## src/rtl/periodic_waveform_sample_generator_unit_assert.svh

```systemverilog
// Assertion macros used by the waveform generator top-level RTL.
`ifndef PERIODIC_WAVEFORM_SAMPLE_GENERATOR_UNIT_ASSERT_SVH
`define PERIODIC_WAVEFORM_SAMPLE_GENERATOR_UNIT_ASSERT_SVH

// Same-cycle implication, checked outside reset.
`define PWSG_ASSERT_NOW(lbl, ante, cons, msg) \
  lbl: assert property (@(posedge clk) disable iff (rst) (ante) |-> (cons)) \
    else $error(msg);

// Next-cycle implication, checked outside reset.
`define PWSG_ASSERT_NEXT(lbl, ante, cons, msg) \
  lbl: assert property (@(posedge clk) disable iff (rst) (ante) |=> (cons)) \
    else $error(msg);

`endif

```

## src/rtl/pwsg_pkg.sv

```systemverilog
`default_nettype none
package pwsg_pkg;

  localparam int TABLE_DEPTH_DEF = 1024;
  localparam int PERIOD_W        = 32;
  localparam int LEVEL_W         = 14;
  localparam int FULL_SCALE      = 10000;

  // register indexes
  localparam logic [1:0] REG_WAVE_KIND    = 2'd0;
  localparam logic [1:0] REG_PERIOD_TICKS = 2'd1;
  localparam logic [1:0] REG_AMPLITUDE    = 2'd2;
  localparam logic [1:0] REG_LEVEL_OFFSET = 2'd3;

  // item functions
  localparam logic [1:0] FUNC_SAMPLE = 2'd0;
  localparam logic [1:0] FUNC_APPEND = 2'd1;
  localparam logic [1:0] FUNC_CLEAR  = 2'd2;
  localparam logic [1:0] FUNC_BAD    = 2'd3;

  // wave kinds
  localparam logic [2:0] KIND_SINE   = 3'd0;
  localparam logic [2:0] KIND_SAW    = 3'd1;
  localparam logic [2:0] KIND_TRI    = 3'd2;
  localparam logic [2:0] KIND_SQUARE = 3'd3;
  localparam logic [2:0] KIND_CUSTOM = 3'd4;

  // multiplier operand selects
  localparam logic [2:0] MUL_NONE = 3'd0;
  localparam logic [2:0] MUL_AT   = 3'd1;
  localparam logic [2:0] MUL_APT  = 3'd2;
  localparam logic [2:0] MUL_SINE = 3'd3;
  localparam logic [2:0] MUL_TN   = 3'd4;
  localparam logic [2:0] MUL_DREM = 3'd5;
  localparam logic [2:0] MUL_VA   = 3'd6;

  // divider operand selects
  localparam logic [2:0] DIV_SINE = 3'd0;
  localparam logic [2:0] DIV_P    = 3'd1;
  localparam logic [2:0] DIV_H    = 3'd2;
  localparam logic [2:0] DIV_PH   = 3'd3;

  // table read address selects
  localparam logic [1:0] RD_ZERO = 2'd0;
  localparam logic [1:0] RD_LAST = 2'd1;
  localparam logic [1:0] RD_I    = 2'd2;
  localparam logic [1:0] RD_I1   = 2'd3;

  // level register updates
  localparam logic [2:0] LVL_KEEP = 3'd0;
  localparam logic [2:0] LVL_SQ   = 3'd1;
  localparam logic [2:0] LVL_SINE = 3'd2;
  localparam logic [2:0] LVL_Q    = 3'd3;
  localparam logic [2:0] LVL_NORM = 3'd4;

  typedef struct packed {
    logic       load;
    logic       prep;
    logic       append;
    logic       clear;
    logic       finish;
    logic [2:0] mul_op;
    logic       div_start;
    logic [2:0] div_op;
    logic       mem_rd;
    logic [1:0] rd_op;
    logic       sine_ld;
    logic       idx_load;
    logic       p0_load;
    logic       p1_load;
    logic       v_load;
    logic       v_interp;
    logic [2:0] lvl_op;
  } pwsg_cmd_t;

  typedef struct packed {
    logic [1:0] func;
    logic [2:0] kind;
    logic       t_lt_h;
    logic       cnt_zero;
    logic       cnt_one;
    logic       idx_last;
    logic       div_done;
  } pwsg_stat_t;

  // quarter-wave sine, Q15, sampled at x = i*256 (Q16), i = 0..256
  typedef logic [15:0] sine_tab_t [0:256];

  function automatic sine_tab_t sine_build();
    sine_tab_t tab;
    longint unsigned x, x2, a, b, c, s;
    for (int i = 0; i <= 256; i++) begin
      x  = 64'(i) << 8;
      x2 = (x * x) >> 16;
      a  = 64'd85569305 - ((x2 * 64'd5026995) >> 16);
      b  = 64'd693598668 - ((x2 * a) >> 16);
      c  = 64'd1686629713 - ((x2 * b) >> 16);
      s  = (x * c) >> 31;
      tab[i] = (s > 64'd32768) ? 16'd32768 : s[15:0];
    end
    return tab;
  endfunction

endpackage
`default_nettype wire

```

## src/rtl/pwsg_ctrl.sv

```systemverilog
`default_nettype none
module pwsg_ctrl (
  input  wire logic                 clk,
  input  wire logic                 rst,
  input  wire logic                 start,
  input  wire pwsg_pkg::pwsg_stat_t stat,
  output pwsg_pkg::pwsg_cmd_t       cmd,
  output logic                      busy
);
  localparam logic [4:0] S_IDLE     = 5'd0;
  localparam logic [4:0] S_DECODE   = 5'd1;
  localparam logic [4:0] S_PREP     = 5'd2;
  localparam logic [4:0] S_KIND     = 5'd3;
  localparam logic [4:0] S_SIN_WAIT = 5'd4;
  localparam logic [4:0] S_SIN_MUL  = 5'd5;
  localparam logic [4:0] S_SIN_RND  = 5'd6;
  localparam logic [4:0] S_SAW_DIV  = 5'd7;
  localparam logic [4:0] S_TRI_DIV  = 5'd8;
  localparam logic [4:0] S_Q_WAIT   = 5'd9;
  localparam logic [4:0] S_C_V0     = 5'd10;
  localparam logic [4:0] S_C_SCALE  = 5'd11;
  localparam logic [4:0] S_C_NORM   = 5'd12;
  localparam logic [4:0] S_C_DIV1   = 5'd13;
  localparam logic [4:0] S_C_IDX    = 5'd14;
  localparam logic [4:0] S_C_RD0    = 5'd15;
  localparam logic [4:0] S_C_RD1    = 5'd16;
  localparam logic [4:0] S_C_P1     = 5'd17;
  localparam logic [4:0] S_C_DIFF   = 5'd18;
  localparam logic [4:0] S_C_DIV2   = 5'd19;
  localparam logic [4:0] S_C_INT    = 5'd20;
  localparam logic [4:0] S_FIN      = 5'd21;

  logic [4:0] state, state_next;

  assign busy = state != S_IDLE;

  always_ff @(posedge clk) begin
    if (rst) begin
      state <= S_IDLE;
    end else begin
      state <= state_next;
    end
  end

  always_comb begin
    cmd        = '0;
    state_next = state;
    unique case (state)
      S_IDLE: begin
        if (start) begin
          cmd.load   = 1'b1;
          state_next = S_DECODE;
        end
      end
      S_DECODE: begin
        unique case (stat.func)
          pwsg_pkg::FUNC_SAMPLE: state_next = S_PREP;
          pwsg_pkg::FUNC_APPEND: begin
            cmd.append = 1'b1;
            state_next = S_FIN;
          end
          pwsg_pkg::FUNC_CLEAR: begin
            cmd.clear  = 1'b1;
            state_next = S_FIN;
          end
          default: state_next = S_FIN;
        endcase
      end
      S_PREP: begin
        cmd.prep   = 1'b1;
        state_next = S_KIND;
      end
      S_KIND: begin
        unique case (stat.kind)
          pwsg_pkg::KIND_SINE: begin
            cmd.div_start = 1'b1;
            cmd.div_op    = pwsg_pkg::DIV_SINE;
            state_next    = S_SIN_WAIT;
          end
          pwsg_pkg::KIND_SAW: begin
            cmd.mul_op = pwsg_pkg::MUL_AT;
            state_next = S_SAW_DIV;
          end
          pwsg_pkg::KIND_TRI: begin
            cmd.mul_op = stat.t_lt_h ? pwsg_pkg::MUL_AT : pwsg_pkg::MUL_APT;
            state_next = S_TRI_DIV;
          end
          pwsg_pkg::KIND_SQUARE: begin
            cmd.lvl_op = pwsg_pkg::LVL_SQ;
            state_next = S_FIN;
          end
          pwsg_pkg::KIND_CUSTOM: begin
            priority if (stat.cnt_zero) begin
              state_next = S_FIN;
            end else if (stat.cnt_one) begin
              cmd.mem_rd = 1'b1;
              cmd.rd_op  = pwsg_pkg::RD_ZERO;
              state_next = S_C_V0;
            end else begin
              cmd.mul_op = pwsg_pkg::MUL_TN;
              state_next = S_C_DIV1;
            end
          end
          default: state_next = S_FIN;
        endcase
      end
      S_SIN_WAIT: begin
        if (stat.div_done) begin
          cmd.sine_ld = 1'b1;
          state_next  = S_SIN_MUL;
        end
      end
      S_SIN_MUL: begin
        cmd.mul_op = pwsg_pkg::MUL_SINE;
        state_next = S_SIN_RND;
      end
      S_SIN_RND: begin
        cmd.lvl_op = pwsg_pkg::LVL_SINE;
        state_next = S_FIN;
      end
      S_SAW_DIV: begin
        cmd.div_start = 1'b1;
        cmd.div_op    = pwsg_pkg::DIV_P;
        state_next    = S_Q_WAIT;
      end
      S_TRI_DIV: begin
        cmd.div_start = 1'b1;
        cmd.div_op    = stat.t_lt_h ? pwsg_pkg::DIV_H : pwsg_pkg::DIV_PH;
        state_next    = S_Q_WAIT;
      end
      S_Q_WAIT: begin
        if (stat.div_done) begin
          cmd.lvl_op = pwsg_pkg::LVL_Q;
          state_next = S_FIN;
        end
      end
      S_C_V0: begin
        cmd.v_load = 1'b1;
        state_next = S_C_SCALE;
      end
      S_C_SCALE: begin
        cmd.mul_op = pwsg_pkg::MUL_VA;
        state_next = S_C_NORM;
      end
      S_C_NORM: begin
        cmd.lvl_op = pwsg_pkg::LVL_NORM;
        state_next = S_FIN;
      end
      S_C_DIV1: begin
        cmd.div_start = 1'b1;
        cmd.div_op    = pwsg_pkg::DIV_P;
        state_next    = S_C_IDX;
      end
      S_C_IDX: begin
        if (stat.div_done) begin
          cmd.idx_load = 1'b1;
          state_next   = S_C_RD0;
        end
      end
      S_C_RD0: begin
        cmd.mem_rd = 1'b1;
        if (stat.idx_last) begin
          cmd.rd_op  = pwsg_pkg::RD_LAST;
          state_next = S_C_V0;
        end else begin
          cmd.rd_op  = pwsg_pkg::RD_I;
          state_next = S_C_RD1;
        end
      end
      S_C_RD1: begin
        cmd.mem_rd  = 1'b1;
        cmd.rd_op   = pwsg_pkg::RD_I1;
        cmd.p0_load = 1'b1;
        state_next  = S_C_P1;
      end
      S_C_P1: begin
        cmd.p1_load = 1'b1;
        state_next  = S_C_DIFF;
      end
      S_C_DIFF: begin
        cmd.mul_op = pwsg_pkg::MUL_DREM;
        state_next = S_C_DIV2;
      end
      S_C_DIV2: begin
        cmd.div_start = 1'b1;
        cmd.div_op    = pwsg_pkg::DIV_P;
        state_next    = S_C_INT;
      end
      S_C_INT: begin
        if (stat.div_done) begin
          cmd.v_interp = 1'b1;
          state_next   = S_C_SCALE;
        end
      end
      S_FIN: begin
        cmd.finish = 1'b1;
        state_next = S_IDLE;
      end
      default: state_next = S_IDLE;
    endcase
  end
endmodule
`default_nettype wire

```

## config.mk

```make
export PLATFORM = sky130hd
export DESIGN_NAME = pwsg_ctrl
export DESIGN_NICKNAME = d
export VERILOG_FILES = /design/src/rtl/periodic_waveform_sample_generator_unit_assert.svh /design/src/rtl/pwsg_pkg.sv /design/src/rtl/pwsg_ctrl.sv
export SDC_FILE = /design/constraint.sdc
export NUM_CORES = 1
export LEC_CHECK = 0
export ABC_AREA = 1
export BUFFER_PORTS_ARGS = -buffer_cell sky130_fd_sc_hd__buf_2
export CAP_MARGIN = 15
export CORE_MARGIN = 1.5
export CORE_UTILIZATION = 25
export DETAILED_ROUTE_END_ITERATION = 12
export PLACE_DENSITY = 0.43
export SLEW_MARGIN = 5
export SYNTH_ARGS = -nofsm -noshare
export SYNTH_HDL_FRONTEND = slang
export SYNTH_SLANG_ARGS = --single-unit
export TNS_END_PERCENT = 20
```

## constraint.sdc

```tcl
create_clock -name clk -period 1.6 [get_ports clk]
set_clock_uncertainty 0.1 [all_clocks]
set_input_delay 0.08 -clock clk [delete_from_list [all_inputs] [get_ports clk]]
set_output_delay 0.08 -clock clk [all_outputs]
set_load 0.005 [all_outputs]
```

* Yosys cells after proc, flatten, opt, wreduce, memory -nomap -nowiden
Index checks and enable logic that the tools add are counted.
** Storage, ports and cells
- Bits in latches :: 0
- Logic and storage cells :: 82
- Input port bits :: 13
- Bits in read-only memories :: 0
- Flip-flop bits (word level) :: 5
- Output and inout bits :: 25
- Bits in writable memories :: 0
- Memories :: 0
** Cells by class
- Muxes and demuxes :: 41
- Bitwise gates (word level) :: 0
- Shift operators :: 0
- Reductions and logical operators :: 8
- Multipliers :: 0
- Order comparisons :: 0
- Equal/unequal tests :: 32
- $add $sub $neg :: 0
- Div/mod/pow operators :: 0
** Operators with widths (number)
- $pmux W5 S19 :: 1
- $eq A5 B4 Y1 const B :: 8
- $mux W5 :: 8
- $eq A5 B5 Y1 const B :: 6
- $pmux W3 S4 :: 2
- $eq A5 B3 Y1 const B :: 4
- $pmux W5 S4 :: 1
- $mux W3 :: 6
- $pmux W3 S3 :: 2
- $mux W1 :: 15
- $pmux W4 S3 :: 1
- $eq A5 B2 Y1 const B :: 2
- $ne A2 B2 Y1 const B :: 5
- $mux W2 :: 4
- $eq A3 B2 Y1 const B :: 2
- $eq A5 B1 Y1 const B :: 1
- $logic_not A5 Y1 :: 1
- $reduce_and A5 Y1 :: 1
- $reduce_bool A5 Y1 :: 1
- $mux W4 :: 1
- $reduce_or A2 Y1 :: 2
- $eq A3 B1 Y1 const B :: 1
- $eq A3 B3 Y1 const B :: 1
- $logic_not A3 Y1 :: 1
- 4 further kinds :: 4

* Depth between registers and ports, before layout
Gate-level depths: netlist (run 1).
- Word-level depth :: 4
- Gate-level depth with buffers :: 11
- Gate-level depth less buffers :: 10

* Worst setup path before layout (run 1)
OpenSTA, ideal clock, no wires.
- Path type :: register to register
- Start point :: register state[4]
- End point :: register state[0]
- Data arrival time :: 1.268 ns
- Clock period less this slack :: 1.437 ns
- Path slack :: 0.163 ns
- Buffers on the path :: 2
- Library setup time :: 0.070 ns
- Stages on the path, launching flop included :: 11
- Cells stage by stage :: dfxtp_1 -> buf_2 -> inv_2 -> buf_4 -> nand3_1 -> nor2_1 -> nor2_1 -> nand2_1 -> a21oi_2 -> o21ai_1 -> a21oi_1
** On the way
- Longest elaborated chain between the ends :: 3
- Elaborated cells on any way between the ends :: 30
- Those cells by class :: 25 x eq/ne; 1 x mux; 4 x reduce/logical
** Ends and longest elaborated chain
- start, declared :: RTL line pwsg_ctrl.sv:33 : logic [4:0] state, state_next;
- start signal, assigned :: RTL line pwsg_ctrl.sv:41 : state <= state_next;
- $eq A5 B4 Y1, or another cell as far along :: RTL line pwsg_ctrl.sv:48 : unique case (state)
- $reduce_or A2 Y1 (no source line) / $ne A2 B2 Y1 (equally long branches)
- $pmux W5 S19 / $reduce_and A5 Y1 (equally long branches)
Several ways; a longest one is shown, not always the timed one.
A chain may end at the register's enable or synchronous reset.

==> impl_metrics.env, run 1 <==
export IMPL_run_status="finished, violations left"
export IMPL_violations="negative setup slack"
export IMPL_htree_levels=1
export IMPL_seq_area_frac_synth_pct=11.3
export IMPL_core_area_sq_um=3360
export IMPL_place_gp_congestion=0.873
export IMPL_cts_buffers=3
export IMPL_drv_slew=0
export IMPL_power_frac_comb_pct=77.9
export IMPL_drt_iter0_drc=54
export IMPL_syn_num_nets=194
export IMPL_fillCellCount=398
export IMPL_overflow=0
export IMPL_synthesis_area_sq_um=885
export IMPL_power_frac_clock_pct=7.7
export IMPL_power_w=0.00185
export IMPL_cp_max_fo=7
export IMPL_final_layout_size_suffix_gt1_share_pct=45.0
export IMPL_crit_path_end_kind="primary output"
export IMPL_path_clk_slew_ns=0.04
export IMPL_floorplan_initialDensity_pct=26.3
export IMPL_avgSynthCellArea_sq_um=4.89
export IMPL_finalNetCount=263
export IMPL_r2r_cells=8
export IMPL_viasPerCell=4.57
export IMPL_cts_tree="yes"
export IMPL_yosysUniqueCellTypes=24
export IMPL_place_hpwl_mm=2.70
export IMPL_period_share_pct=103
export IMPL_r2r_end="state[2]"
export IMPL_area_growth_pct=78.2
export IMPL_antenna_cells=0
export IMPL_rrSetupSlack_ns=0.01
export IMPL_synthCells=181
export IMPL_irDropWorstVdd_mv=0.828
export IMPL_startpoint="state[2]"
export IMPL_r2r_start="state[2]"
export IMPL_wl_mm=3.38
export IMPL_grt_pass1_vias=1160
export IMPL_maxCapViolCount=0
export IMPL_synth_top_cells_by_area="nand2_1 19%, nor2_1 17%, nand3_1 15%"
export IMPL_final_setup_viol_count=6
export IMPL_arrival_ns=1.47
export IMPL_firstDrtPassIters=4
export IMPL_antenna_found_initial=0
export IMPL_hold_violations=0
export IMPL_yosys_warnings=0
export IMPL_fmax_mhz=606
export IMPL_switchingPower_w=0.000906
export IMPL_start_kind="register"
export IMPL_rsz0062_at_grt="yes"
export IMPL_cts_root_buf="clkbuf_4"
export IMPL_die_w_microns=62.5
export IMPL_switching_share_pct=49.1
export IMPL_fin_crit_ns=1.65
export IMPL_max_flop_register="state"
export IMPL_antenna_left=0
export IMPL_io_pins=38
export IMPL_finalWorstSetupSlack_ns=-0.0497
export IMPL_cts_num_sinks=5
export IMPL_largest_reg_flops=5
export IMPL_synth_largest_area_cell="nand2_1"
export IMPL_powerDensity_nw_per_um2=1170
export IMPL_cts_buffer_depth=2
export IMPL_grt_pass1_wl_mm=5.27
export IMPL_synth_top_area_share_pct=19.1
export IMPL_top_regs="state x5"
export IMPL_dieArea_sq_um=3900
export IMPL_core_rowCount=21
export IMPL_pre_cts_ws_ns=-0.0234
export IMPL_p_leak_nw=0.899
export IMPL_portBuffers=36
export IMPL_route_detailed_drc=0
export IMPL_p_int_w=0.000940
export IMPL_wl_per_cell_microns=11.4
export IMPL_min_to="state[3]"
export IMPL_ys_seq_elements=5
export IMPL_worstHoldStart="start"
export IMPL_track_usage_pct=16.5
export IMPL_path_class="reg -> out"
export IMPL_via_count=1349
export IMPL_die_y_microns=62.5
export IMPL_clk_insertion_delay_late_ns=0.24
export IMPL_seq_power_share_pct=14.4
export IMPL_grt_start_max_net_pins=9
export IMPL_worstHoldPathType="in -> reg"
export IMPL_hold_depth=4
export IMPL_required_ns=1.42
==> critical path, cell delays in order (launching register included) <==
cell     delay, ns
dfxtp_4       0.36
nor2_4        0.27
nand3_2       0.10
inv_2         0.10
a31oi_4       0.04
nand2_1       0.08
nor2_2        0.04
a31oi_1       0.12
buf_2         0.13
==> cells by family (layout without fill, tap and decap cells) <==
logic type | Yosys count | in the layout | synth area share, %
flip-flops | 5 | 5 | 11.3
buffers and inverters | 32 | 100 | 14.7
AO/OA/AOI/OAI | 20 | 20 | 13.3
other | 1 | 1 | 0.424
AND/OR/NAND/NOR | 123 | 123 | 60.3
==> metal layers <==
metal	global-route usage (%)	part of all wire [%]	up-vias
met3	3.06	4.5	0
met4	1.67	0	0
li1	-	-	720
met2	26.9	45	40
met1	23.4	50	589
met5	0	0	-
==> layout by cell type (no fill, tap or decap), types with 2 or more instances in the layout <==
master    Yosys  final
o21ai_0       4      3
buf_2         2     35
o311ai_2      0      2
nand3_2       2      7
nand2_1      45     43
nand3_1      27     19
nand4_1       2      2
buf_4         2     23
a21oi_2       1      2
inv_1        24     19
nand3_4       0      3
a21oi_1       6      5
nor2_2        2      4
nor2_1       40     34
nor3_2        0      2
nor2_4        1      5
o21ai_1       4      5
clkbuf_4      0      3
inv_2         3      7
buf_6         0      9
dfxtp_4       0      4
==> worst max-delay path by stage <==
| stage | to | slack [ns] | cells past startpoint |
|---|---|---|---|
| after floorplan | state[0] | 0.16 | 10 |
| after global placement | state[4] | -0.08 | 10 |
| after detailed placement | state[4] | -0.02 | 10 |
| after CTS | cmd[11] | -0.05 | 7 |
| after global routing | cmd[12] | -0.12 | 8 |
| final | cmd[12] | -0.05 | 8 |
==> power by group through the flow <==
stage               clock network, W  registers [W]  logic [W]
CTS                         0.000148       0.000243    0.00118
floorplan                          0       0.000190   0.000656
global placement                   0       0.000229    0.00114
global route                0.000155       0.000270    0.00159
detailed placement                 0       0.000228    0.00112
finish                      0.000142       0.000265    0.00144
==> repair_timing <==
action,CTS,global route
gates cloned,0,0
hold buffers,1,0
pin swaps,4,9
hold endpoints to repair,5,0
resized for setup,22,37
buffers inserted,1,5
setup endpoints to repair,20,21
==> cells in the mapped netlist <==
cell type,instances
o21ai_0,4
o311ai_0,2
inv_1,24
nand4_1,2
a31oi_1,2
buf_4,2
nand3_1,27
nand3_2,2
buf_2,2
nor3_1,2
and2_1,1
or2_2,1
inv_2,3
nor2_4,1
o21ai_1,4
o41ai_1,1
nor2_1,40
clkinv_1,1
conb_1,1
dfxtp_1,5
a21oi_2,1
nor2_2,2
nand2_1,45
a21oi_1,6
==> layout make-up <==
type / count / area [sq um] / share of cell area, %
inverters: 28 / 113 / 7.14
clock buffers: 4 / 26.3 / 1.67
repair buffers: 68 / 459 / 29.1
multi-input cells: 144 / 806 / 51.1
flip-flops and latches: 5 / 115 / 7.30
well taps: 46 / 57.6 / 3.65
==> per-stage QoR <==
stage / util (%) / instances / TNS, ns / instance area (sq um) / hold WS (ns)
floorplan: - / 181 / 0 / 885 / 0.0491
global placement: 38.2 / 284 / -0.121 / 1280 / 0.215
CTS: 41.2 / 290 / -0.201 / 1390 / 0.0890
finish: 46.9 / 295 / -0.209 / 1580 / 0.0985
global route: 46.9 / 295 / -1.11 / 1580 / 0.113
detailed placement: 38.2 / 284 / -0.0234 / 1280 / 0.211
(Power assumes the default switching activity.)
==> inputs of run 2 (changes only) <==
Settings changed: BUFFER_PORTS_ARGS -buffer_cell sky130_fd_sc_hd__buf_2 to -buffer_cell sky130_fd_sc_hd__buf_4, CORE_MARGIN 1.5 to 2.
==> impl_metrics.env, run 2 (synthesis results as in run 1) <==
export IMPL_run_status="finished, violations left"
export IMPL_violations="negative setup slack"
export IMPL_grt_pass1_wl_mm=5.50
export IMPL_dieArea_sq_um=4030
export IMPL_clk_insertion_delay_late_ns=0.25
export IMPL_die_y_microns=63.5
export IMPL_slowest_stage="dfxtp_4"
export IMPL_path_class="reg -> out"
export IMPL_pre_cts_ws_ns=-0.0896
export IMPL_rsz0062_at_grt="yes"
export IMPL_htree_levels=1
export IMPL_switchingPower_w=0.000939
export IMPL_drt_iter0_drc=89
export IMPL_path_clk_slew_ns=0.05
export IMPL_area_growth_pct=88.1
export IMPL_cts_num_sinks=5
export IMPL_track_usage_pct=16.9
export IMPL_portBuffers=36
export IMPL_wl_mm=3.62
export IMPL_utilization_pct=49.5
export IMPL_io_pins=38
export IMPL_largest_reg_flops=5
export IMPL_viasPerCell=4.82
export IMPL_irDropWorstVdd_mv=0.940
export IMPL_finalNetCount=258
export IMPL_max_flop_register="state"
export IMPL_power_frac_clock_pct=8.2
export IMPL_cpPeakStageDelay_ns=0.37
export IMPL_top_regs="state x5"
export IMPL_cts_tree="yes"
export IMPL_floorplan_initialDensity_pct=26.3
export IMPL_fin_crit_ns=1.66
export IMPL_via_count=1399
export IMPL_maxCapViolCount=0
export IMPL_hold_violations=0
export IMPL_place_gp_congestion=0.858
export IMPL_crit_chain="nor2_4 > nand3_2 > inv_2 > a31oi_4 > nand2_1 > nor2_1 > a31oi_1 > buf_4"
export IMPL_p_int_w=0.000897
export IMPL_wl_per_cell_microns=12.5
export IMPL_seq_power_share_pct=14.6
export IMPL_final_layout_size_suffix_gt1_share_pct=49.2
export IMPL_worstHoldPathType="in -> reg"
export IMPL_required_ns=1.42
export IMPL_power_frac_comb_pct=77.2
export IMPL_route_detailed_drc=0
export IMPL_final_cell_mix="54 x buf_4, 39 x nand2_1, 29 x nor2_1"
export IMPL_die_w_microns=63.5
export IMPL_antenna_left=0
export IMPL_arrival_ns=1.48
export IMPL_firstDrtPassIters=4
export IMPL_drv_slew=0
export IMPL_overflow=0
export IMPL_cts_buffer_depth=2
export IMPL_cts_buffers=3
export IMPL_p_leak_nw=0.906
export IMPL_antenna_found_initial=0
export IMPL_grt_pass1_vias=1206
export IMPL_cp_top_family="simple AND/OR/NAND/NOR gates"
export IMPL_core_rowCount=21
export IMPL_grt_start_max_net_pins=12
export IMPL_switching_share_pct=51.2
export IMPL_finalWorstSetupSlack_ns=-0.0624
export IMPL_cp_max_fo=8
export IMPL_start_kind="register"
export IMPL_fmax_mhz=602
export IMPL_core_area_sq_um=3360
export IMPL_place_hpwl_mm=2.80
export IMPL_cts_root_buf="clkbuf_4"
export IMPL_crit_buf_inv=2
export IMPL_antenna_cells=0
export IMPL_period_share_pct=104
export IMPL_mostFrequentLayoutCell="buf_4"
export IMPL_powerDensity_nw_per_um2=1100
export IMPL_crit_path_end_kind="primary output"
export IMPL_fillCellCount=405
export IMPL_final_setup_viol_count=9
[run 2: cell types whose count changed in the layout (fill, tap and decap cells not counted), sizes merged]
cell    previous run  this run
clkinv             1         2
clkbuf             4         3
buf               67        62
[run 2: path summary, 6_finish.rpt]
kind / start / slack (ns) / endpoint / depth (start not counted)
setup / recovery: state[2] / -0.06 / cmd[12] / 8
hold / removal: start / 0.05 / state[3] / 4
hold reg to reg: state[3] / 0.44 / state[3] / 2
setup reg to reg: state[2] / -0.01 / state[2] / 10
[run 2: area by class of cell]
| type | instances | area (sq um) | area share, % |
|---|---|---|---|
| clock buffer | 3 | 22.5 | 1.35 |
| clock inverter | 1 | 5.00 | 0.301 |
| inverter | 28 | 113 | 6.77 |
| multi-input combinational | 144 | 845 | 50.8 |
| sequential | 5 | 116 | 6.99 |
| tap | 46 | 57.6 | 3.46 |
| timing repair buffer | 63 | 505 | 30.4 |
[run 2: worst min-delay path: stages]
cell     delay [ns]
buf_4          0.10
o21ai_2        0.07
nand2_1        0.06
a21oi_1        0.05
[run 2: power by group through the flow]
stage	registers [W]	logic [W]	clock network [W]
2_1_floorplan	0.000190	0.000656	0
3_3_place_gp	0.000228	0.00110	0
3_5_place_dp	0.000231	0.00108	0
4_1_cts	0.000265	0.00120	0.000156
5_1_grt	0.000273	0.00156	0.000172
6_report	0.000269	0.00142	0.000150
[run 2: through the flow]
stage	power [W]	hold slack (ns)	instances	TNS [ns]	cell area (sq um)
after floorplan	0.000846	0.0491	181	0	885
after global placement	0.00133	0.184	280	-0.137	1350
after detailed placement	0.00131	0.184	280	-0.196	1350
after CTS	0.00162	0.0653	287	-0.492	1550
after global routing	0.00200	0.0604	290	-1.68	1660
final	0.00184	0.0490	290	-0.356	1660
[run 2: what timing repair did]
action	CTS	global route
resized for setup	40	32
endpoints found under the setup margin	19	21
hold buffers	1	0
endpoints found under the hold margin	5	0
setup buffers	2	3
pin swaps	5	5
[run 2: routing by layer]
layer  global-route usage (%)  share of wire (%)
met5                        0                  0
met4                    0.815               0.64
met3                     2.86                7.6
met2                     27.4                 48
met1                     24.5                 44
==> inputs of run 3 (changes only) <==
Settings changed: ABC_AREA 1 to not set, PLACE_DENSITY 0.43 to 0.42.
==> impl_metrics.env, run 3 <==
export IMPL_p_leak_nw=0.843
export IMPL_period_share_pct=107
export IMPL_utilization_pct=46.4
export IMPL_place_hpwl_mm=3.37
export IMPL_cts_tree="yes"
export IMPL_yosys_warnings=0
export IMPL_grt_pass1_wl_mm=6.89
export IMPL_hold_violations=0
export IMPL_viasPerCell=5.41
export IMPL_tns_ns=-0.489
export IMPL_dieArea_sq_um=4690
export IMPL_grt_start_max_net_pins=16
export IMPL_rsz0062_at_grt="yes"
export IMPL_rrSetupSlack_ns=-0.03
export IMPL_crit_path_end_kind="primary output"
export IMPL_antenna_left=0
export IMPL_endpoint="cmd[11]"
export IMPL_multi_input_area_sq_um=955
export IMPL_synth_largest_area_cell="dfxtp_1"
export IMPL_synth_top_area_share_pct=9.63
export IMPL_worstHoldPathType="in -> reg"
export IMPL_avgSynthCellArea_sq_um=6.30
export IMPL_yosys_top_cells_count="22 x nor2_1, 17 x nand2_1, 12 x nor2b_1, 10 x o21ai_0, 9 x inv_1"
export IMPL_required_ns=1.42
export IMPL_synthCells=165
export IMPL_synth_most_common_cell="nor2_1"
export IMPL_antenna_cells=0
export IMPL_cts_buffer_depth=2
export IMPL_mostFrequentLayoutCell="buf_4"
export IMPL_floorplan_initialDensity_pct=26.0
export IMPL_overflow=0
export IMPL_async_flop_share_pct=0
export IMPL_final_layout_size_suffix_gt1_share_pct=51.3
export IMPL_fin_crit_ns=1.71
export IMPL_syn_num_nets=178
export IMPL_cp_max_fo=6
export IMPL_r2r_cells=6
export IMPL_finalNetCount=250
export IMPL_max_flop_register="state"
export IMPL_top_regs="state x5"
export IMPL_cts_root_buf="clkbuf_8"
export IMPL_clk_insertion_delay_late_ns=0.23
export IMPL_violations="negative setup slack"
export IMPL_start_kind="register"
export IMPL_die_w_microns=68.5
export IMPL_fmax_mhz=585
export IMPL_seq_area_frac_synth_pct=9.63
export IMPL_synthesis_area_sq_um=1040
export IMPL_maxCapViolCount=0
export IMPL_io_pins=38
export IMPL_ys_seq_elements=5
export IMPL_grt_pass1_vias=1399
export IMPL_antenna_found_initial=0
export IMPL_largest_reg_flops=5
export IMPL_synthFlopType="dfxtp_1"
export IMPL_r2r_end="state[1]"
export IMPL_path_clk_slew_ns=0.04
export IMPL_firstDrtPassIters=4
export IMPL_core_rowCount=23
export IMPL_track_usage_pct=19.8
export IMPL_wl_mm=4.57
export IMPL_place_gp_congestion=0.866
export IMPL_drv_slew=0
export IMPL_core_area_sq_um=4000
export IMPL_synth_top_cells_by_area="dfxtp_1 9.6%, nor2_1 7.9%, nor2b_1 7.2%"
export IMPL_hold_ws_ns=0.125
export IMPL_cts_num_sinks=5
export IMPL_via_count=1547
export IMPL_final_setup_viol_count=11
export IMPL_powerDensity_nw_per_um2=1750
export IMPL_fin_area_sq_um=1860
export IMPL_drt_iter0_drc=74
export IMPL_postPlaceCellArea_sq_um=1560
export IMPL_final_cell_mix="73 x buf_4, 17 x nor2_1, 12 x nand2_1"
export IMPL_cts_buffers=3
export IMPL_finalWorstSetupSlack_ns=-0.108
export IMPL_die_y_microns=68.5
export IMPL_synth_edf_count=0
export IMPL_fillCellCount=429
export IMPL_arrival_ns=1.53
export IMPL_seqCellArea_sq_um=119
export IMPL_route_detailed_drc=0
export IMPL_r2r_start="state[3]"
export IMPL_htree_levels=1
export IMPL_yosysUniqueCellTypes=49
export IMPL_startpoint="state[0]"
export IMPL_area_growth_pct=78.5
export IMPL_power_w=0.00325
export IMPL_irDropWorstVdd_mv=0.590
export IMPL_portBuffers=36
export IMPL_wl_per_cell_microns=16.0
export IMPL_path_class="reg -> out"
export IMPL_run_status="finished, violations left"
==> run 3: changes by cell type after synthesis, moves of 6 or more <==
cell / delta
nand2_1: -28
o21ai_0: +6
nor2_1: -18
nand3_1: -21
inv_1: -15
nor2b_1: +12
==> run 3: metrics by stage <==
| stage | cells | setup WS [ns] |
|---|---|---|
| after global placement | 273 | -0.165 |
| after global routing | 286 | -0.151 |
| final | 286 | -0.108 |
| after CTS | 283 | -0.0879 |
| after detailed placement | 273 | -0.148 |
| after floorplan | 165 | 0.0586 |
==> run 3: report_power, final <==
group | total, W | internal [W] | leakage (nW) | switching, W
registers | 0.000365 | 0.000216 | 0.0445 | 0.000148
clock network | 0.000246 | 0.000172 | 0.0228 | 0.0000736
logic | 0.00264 | 0.00135 | 0.776 | 0.00129
total | 0.00325 | 0.00174 | 0.843 | 0.00151
==> run 3: cell families (layout without fill, tap and decap cells) <==
logic type / count (synthesis) / count (layout) / share of synthesized area, %
xor+xnor: 1 / 1 / 0.843
compound gates: 44 / 44 / 29.7
other cells: 1 / 1 / 0.361
simple gates: 88 / 88 / 45.1
buf+inv: 23 / 94 / 11.3
mux: 3 / 3 / 3.01
flops: 5 / 5 / 9.63
==> run 3: worst min-delay path by stage <==
stage | end | start | cells after the start | slack [ns]
2_1_floorplan | state[0] | rst | 1 | 0.04
3_3_place_gp | state[0] | rst | 2 | 0.18
3_5_place_dp | state[0] | rst | 2 | 0.18
4_1_cts | state[1] | stat[0] | 4 | 0.12
5_1_grt | state[0] | stat[0] | 3 | 0.15
6_report | state[1] | stat[0] | 4 | 0.13
==> run 3: worst max-delay path: stages, from the launching register on <==
cell and delay, ns:
dfxtp_4 0.39, nor3b_4 0.26, nand2_4 0.10, nand4bb_1 0.22, o211ai_1 0.18, buf_4 0.14
==> run 3: per-layer routing <==
layer	GRT usage [%]	part of all wire, %
met5	0	0
met3	2.60	6.5
met4	8.50	3.0
met1	25.4	41
met2	33.2	50
==> run 3: cell type report <==
type | instances | share of cell area (%)
clock buffers | 4 | 2.43
inverters | 9 | 1.82
multi-input cells | 137 | 51.4
flip-flops and latches | 5 | 6.41
well taps | 50 | 3.37
repair buffers | 81 | 34.5
==> run 3: repair_timing <==
item                                    in CTS  in global routing
gates resized for setup                     30                 27
endpoints found under the hold margin        3                  0
endpoints found under the setup margin      22                 21
pin swaps                                    6                  7
buffers inserted                             5                  3
hold buffers                                 1                  0
